`config.mk`:
```
export PLATFORM = sky130hd
export DESIGN_NAME = slmt_line_eval
export DESIGN_NICKNAME = d
export VERILOG_FILES = /design/src/hdl/slmt_pkg.sv /design/src/hdl/slmt_line_eval.sv
export SDC_FILE = /design/constraint.sdc
export NUM_CORES = 2
export LEC_CHECK = 0
export ABC_AREA = 1
export BUFFER_PORTS_ARGS = -buffer_cell sky130_fd_sc_hd__buf_4
export CAP_MARGIN = 40
export CORE_MARGIN = 2
export CORE_UTILIZATION = 30
export CTS_BUF_LIST = sky130_fd_sc_hd__clkbuf_8
export DETAILED_ROUTE_END_ITERATION = 6
export GPL_TIMING_DRIVEN = 0
export PLACE_DENSITY = 0.45
export SLEW_MARGIN = 20
export SYNTH_ARGS = -nofsm -noshare
export SYNTH_HDL_FRONTEND = slang
export SYNTH_SLANG_ARGS = --single-unit
```
`constraint.sdc`:
```
create_clock -name aclk -period 8.6 [get_ports aclk]
set_input_delay 0.86 -clock aclk [delete_from_list [all_inputs] [get_ports aclk]]
set_output_delay 0.86 -clock aclk [all_outputs]
set_load 0.05 [all_outputs]
```
`src/hdl/slmt_pkg.sv`:
```
// Shared types and constants for the segment line minimum tree.
// No dependencies; slmt_line_eval and the core refer to it by scoped names.
`timescale 1ns / 1ps

package slmt_pkg;

    localparam int OP_W    = 2;
    localparam int IDX_W   = 10;
    localparam int CFG_W   = 11;
    localparam int COORD_W = 32;
    localparam int SLOPE_W = 32;
    localparam int ICPT_W  = 64;

    // operation codes
    localparam logic [OP_W-1:0] OP_LOAD   = 2'd0;
    localparam logic [OP_W-1:0] OP_INSERT = 2'd1;
    localparam logic [OP_W-1:0] OP_QUERY  = 2'd2;

    // value of an empty node and of an uncovered query
    localparam logic [ICPT_W-1:0] NO_LINE = 64'd1000000000000000000;

    // insert sequencer phases
    localparam logic [3:0] PH_FEED_FIRST = 4'd3;
    localparam logic [3:0] PH_FEED_LAST  = 4'd8;
    localparam logic [3:0] PH_DECIDE     = 4'd11;
    // query sequencer phases
    localparam logic [3:0] PH_QFEED      = 4'd1;
    localparam logic [3:0] PH_QACC       = 4'd3;

    typedef struct packed {
        logic [SLOPE_W-1:0] slope;
        logic [ICPT_W-1:0]  icpt;
    } line_t;

    typedef enum logic [2:0] {
        ST_CLEAR,
        ST_IDLE,
        ST_VISIT,
        ST_POP,
        ST_EVAL,
        ST_QUERY,
        ST_DONE
    } state_t;

    typedef enum logic [1:0] {
        DEC_POP,
        DEC_RIGHT,
        DEC_LEFT,
        DEC_SPLIT
    } dec_t;

endpackage

```
`src/hdl/slmt_line_eval.sv`:
```
// Two-stage line evaluator: slope * coordinate, then + intercept, wrapping at 64 bits.
// Depends on slmt_pkg for field widths.
`timescale 1ns / 1ps

module slmt_line_eval (
    input  logic                        aclk,
    input  logic                        aresetn,
    input  logic                        in_valid,
    input  logic [slmt_pkg::SLOPE_W-1:0] slope,
    input  logic [slmt_pkg::COORD_W-1:0] coord,
    input  logic [slmt_pkg::ICPT_W-1:0]  icpt,
    output logic                        out_valid,
    output logic [slmt_pkg::ICPT_W-1:0]  value
);

    logic signed [slmt_pkg::ICPT_W-1:0] prod;
    logic [slmt_pkg::ICPT_W-1:0] prod_reg;
    logic [slmt_pkg::ICPT_W-1:0] icpt_reg;
    logic [slmt_pkg::ICPT_W-1:0] value_reg;
    logic                        v1_reg;
    logic                        v2_reg;

    // 32x32 signed product is exact in 64 bits
    assign prod = $signed(slope) * $signed(coord);

    always_ff @(posedge aclk) begin
        if (!aresetn) begin
            v1_reg <= 1'b0;
            v2_reg <= 1'b0;
        end else begin
            v1_reg <= in_valid;
            v2_reg <= v1_reg;
        end
        prod_reg  <= prod;
        icpt_reg  <= icpt;
        value_reg <= prod_reg + icpt_reg;
    end

    assign out_valid = v2_reg;
    assign value     = value_reg;

endmodule

```
==> metrics.yaml <==
max_freq_ghz: 0.1202
initial_core_util_pct: 30.11
viasPerCell: 4.626
grt-ovfl-total: 0
synth_top_area_share_pct: 45.62
dieArea_um2: 161600
rsz0062_at_grt: "no"
cp_max_fo: 11
r2r-end: "value[40]"
syn_inst: 6213
multi_input_area_um2: 36050
hold_end: "icpt_reg[23]"
ant_nets: 0
hpwl_um: 179500
fin_nets: 8019
cp.arrival_ns: 8.72
htree_levels: 4
setup-violations-final: 0
grt_pass1_wl_um: 291800
synth.yosys.seq_area_share_pct: 8.172
core_area_um2: 157800
routed_wl_um: 200000
io_buffers: 195
ff_latch_area_um2: 3884
yosysWarnings: 0
die_h_um: 402.0
layout_common_cells: "1831 x inv_1, 1821 x nand2_1, 1081 x fa_1"
cts_num_sinks: 194
clockBufferDepth: 2
layout-drive-gt1-share_pct: 6.666
maxCapViolCount: 0
rr_worst_depth: 8
grt_use_total_pct: 25.11
syn_avg_cell_area_um2: 7.650
finalClockSkew_ns: 0.02186
yosys-top-cells-area: "fa_1 46%, inv_1 14%, nand2_1 14%"
maxSlewHeadroom_pct: 39.06
setup_tns_ns: 0
ctsHoldBuffers: 0
reg2reg_from: "prod_reg[37]"
fin_crit_ns: 8.318
grt_pass1_vias: 42820
cts_root_buffer: "clkbuf_8"
grt_start_max_net_pins: 21
mostFrequentLayoutCell: "inv_1"
start_kind: "input port"
numCtsBuffers: 17
rrSetupSlack_ns: 5.98
path_class: "in -> reg"
tritoncts: "built"
outcome: "finished, final reports clean"
tightest_slew_ns: 0.9141
drtIter0Drc: 2970
vias: 40000
area_growth_pct: 12.72
rows: 146
maxSlewViolCount: 0
ys_ff_latch: 194
fillers: 17150
crit_required_ns: 9.00
firstDrtPassIters: 5
antenna_found_initial: 6
die_width_um: 402.0
min_from: "icpt[23]"
hold_depth: 1
wl_per_cell_um: 23.13
hold_path_class: "in -> reg"
ys_types: 29
drc: 0
synthesis.area_um2: 47530
gp_congestion: 0.9790
yosys.area.top_type: "fa_1"
syn_nets: 7674
ios: 196
path_clk_slew_ns: 0.11
clock_latency_ns: 0.53
min_period_over_period_pct: 96.72
endpoint_kind: "register"
hold_viol_final: 0
stage by stage:
step                hold slack [ns]  utilization [%]  cells  setup slack, ns  instance area, um2
floorplan                    0.3900                -   6213            1.105               47530
global placement             0.4049            32.68   8480           -1.222               51580
detailed placement           0.4123            33.55   8589          -0.9949               52950
CTS                          0.3694            33.79   8621           0.1770               53340
global route                 0.3893            33.94   8644         0.007379               53570
finish                       0.4227            33.94   8647           0.2819               53570
layer usage:
layer	global-route usage (%)	vias to the layer above	routed length (um)
met4	11.15	0	10800
met1	33.59	20010	85730
li1	-	18200	-
met3	3.772	348	14010
met5	0	-	0
met2	40.20	1446	89480
Yosys cell counts:
cell	number
nand3b_1	4
xor2_1	57
nor3_2	5
nand2_2	21
ha_1	247
inv_1	1833
o21ai_1	2
nand2_1	1821
a21oi_1	154
dfxtp_1	194
nor4_2	1
or2_2	8
nor2_2	11
fa_1	1083
nor4_1	5
nand4_1	40
a21boi_0	4
clkbuf_1	192
and3_1	2
nor3_1	16
nand3_2	6
o21ai_0	80
nor2_1	253
xnor2_1	7
o21bai_1	25
a21o_1	6
nor4_4	1
nor3b_2	1
nand3_1	134
critical path, stage by stage:
cell and delay, ns:
buf_4 0.13, clkbuf_2 0.30, nand2_1 0.26, inv_1 0.09, fa_1 0.47, inv_1 0.26
fa_1 0.48, inv_1 0.30, fa_1 0.54, fa_2 0.74, clkinvlp_4 0.14, buf_4 0.21
fa_1 0.49, inv_1 0.05, fa_1 0.55, fa_1 0.46, fa_1 0.47, ha_1 0.53
nand2_1 0.16, nor2_1 0.17, inv_1 0.08, nor3_2 0.28, nand2_1 0.15, nor3_1 0.16
nand2_1 0.13, nand4_1 0.11, nand2_1 0.13
cell type report:
type | instances | area share, %
Clock buffer | 18 | 0.4624
Clock inverter | 14 | 0.2592
Buffer | 190 | 1.378
Antenna cell | 4 | 0.01868
Sequential cell | 194 | 7.249
Multi-Input combinational cell | 3994 | 67.29
Tap cell | 2072 | 4.839
Inverter | 1833 | 12.86
Timing Repair Buffer | 328 | 5.650
worst max path at each step:
stage / from / to / slack, ns
after floorplan: slope[31] / prod_reg[63] / 1.10
after global routing: slope[31] / prod_reg[53] / 0.007
final: slope[31] / prod_reg[49] / 0.28
after global placement: coord[7] / prod_reg[49] / -1.22
after CTS: coord[7] / prod_reg[49] / 0.18
after detailed placement: slope[31] / prod_reg[49] / -0.99
cell families after synthesis:
group	synth area share, %
AOI/OAI and AO/OA	3.038
and+or+nand+nor	19.50
adders and majority gates	52.12
xor gates and xnor gates	1.179
DFF	8.172
buffers and inverters	15.99
repair_timing:
item	4_1_cts	5_1_grt
setup endpoints to repair	15	12
setup buffers	0	12
pin swaps	0	1
gates resized for setup	3	4
Power is not shown: default switching activity piles up to over one toggle a cycle in this logic, so the estimate is an artifact.
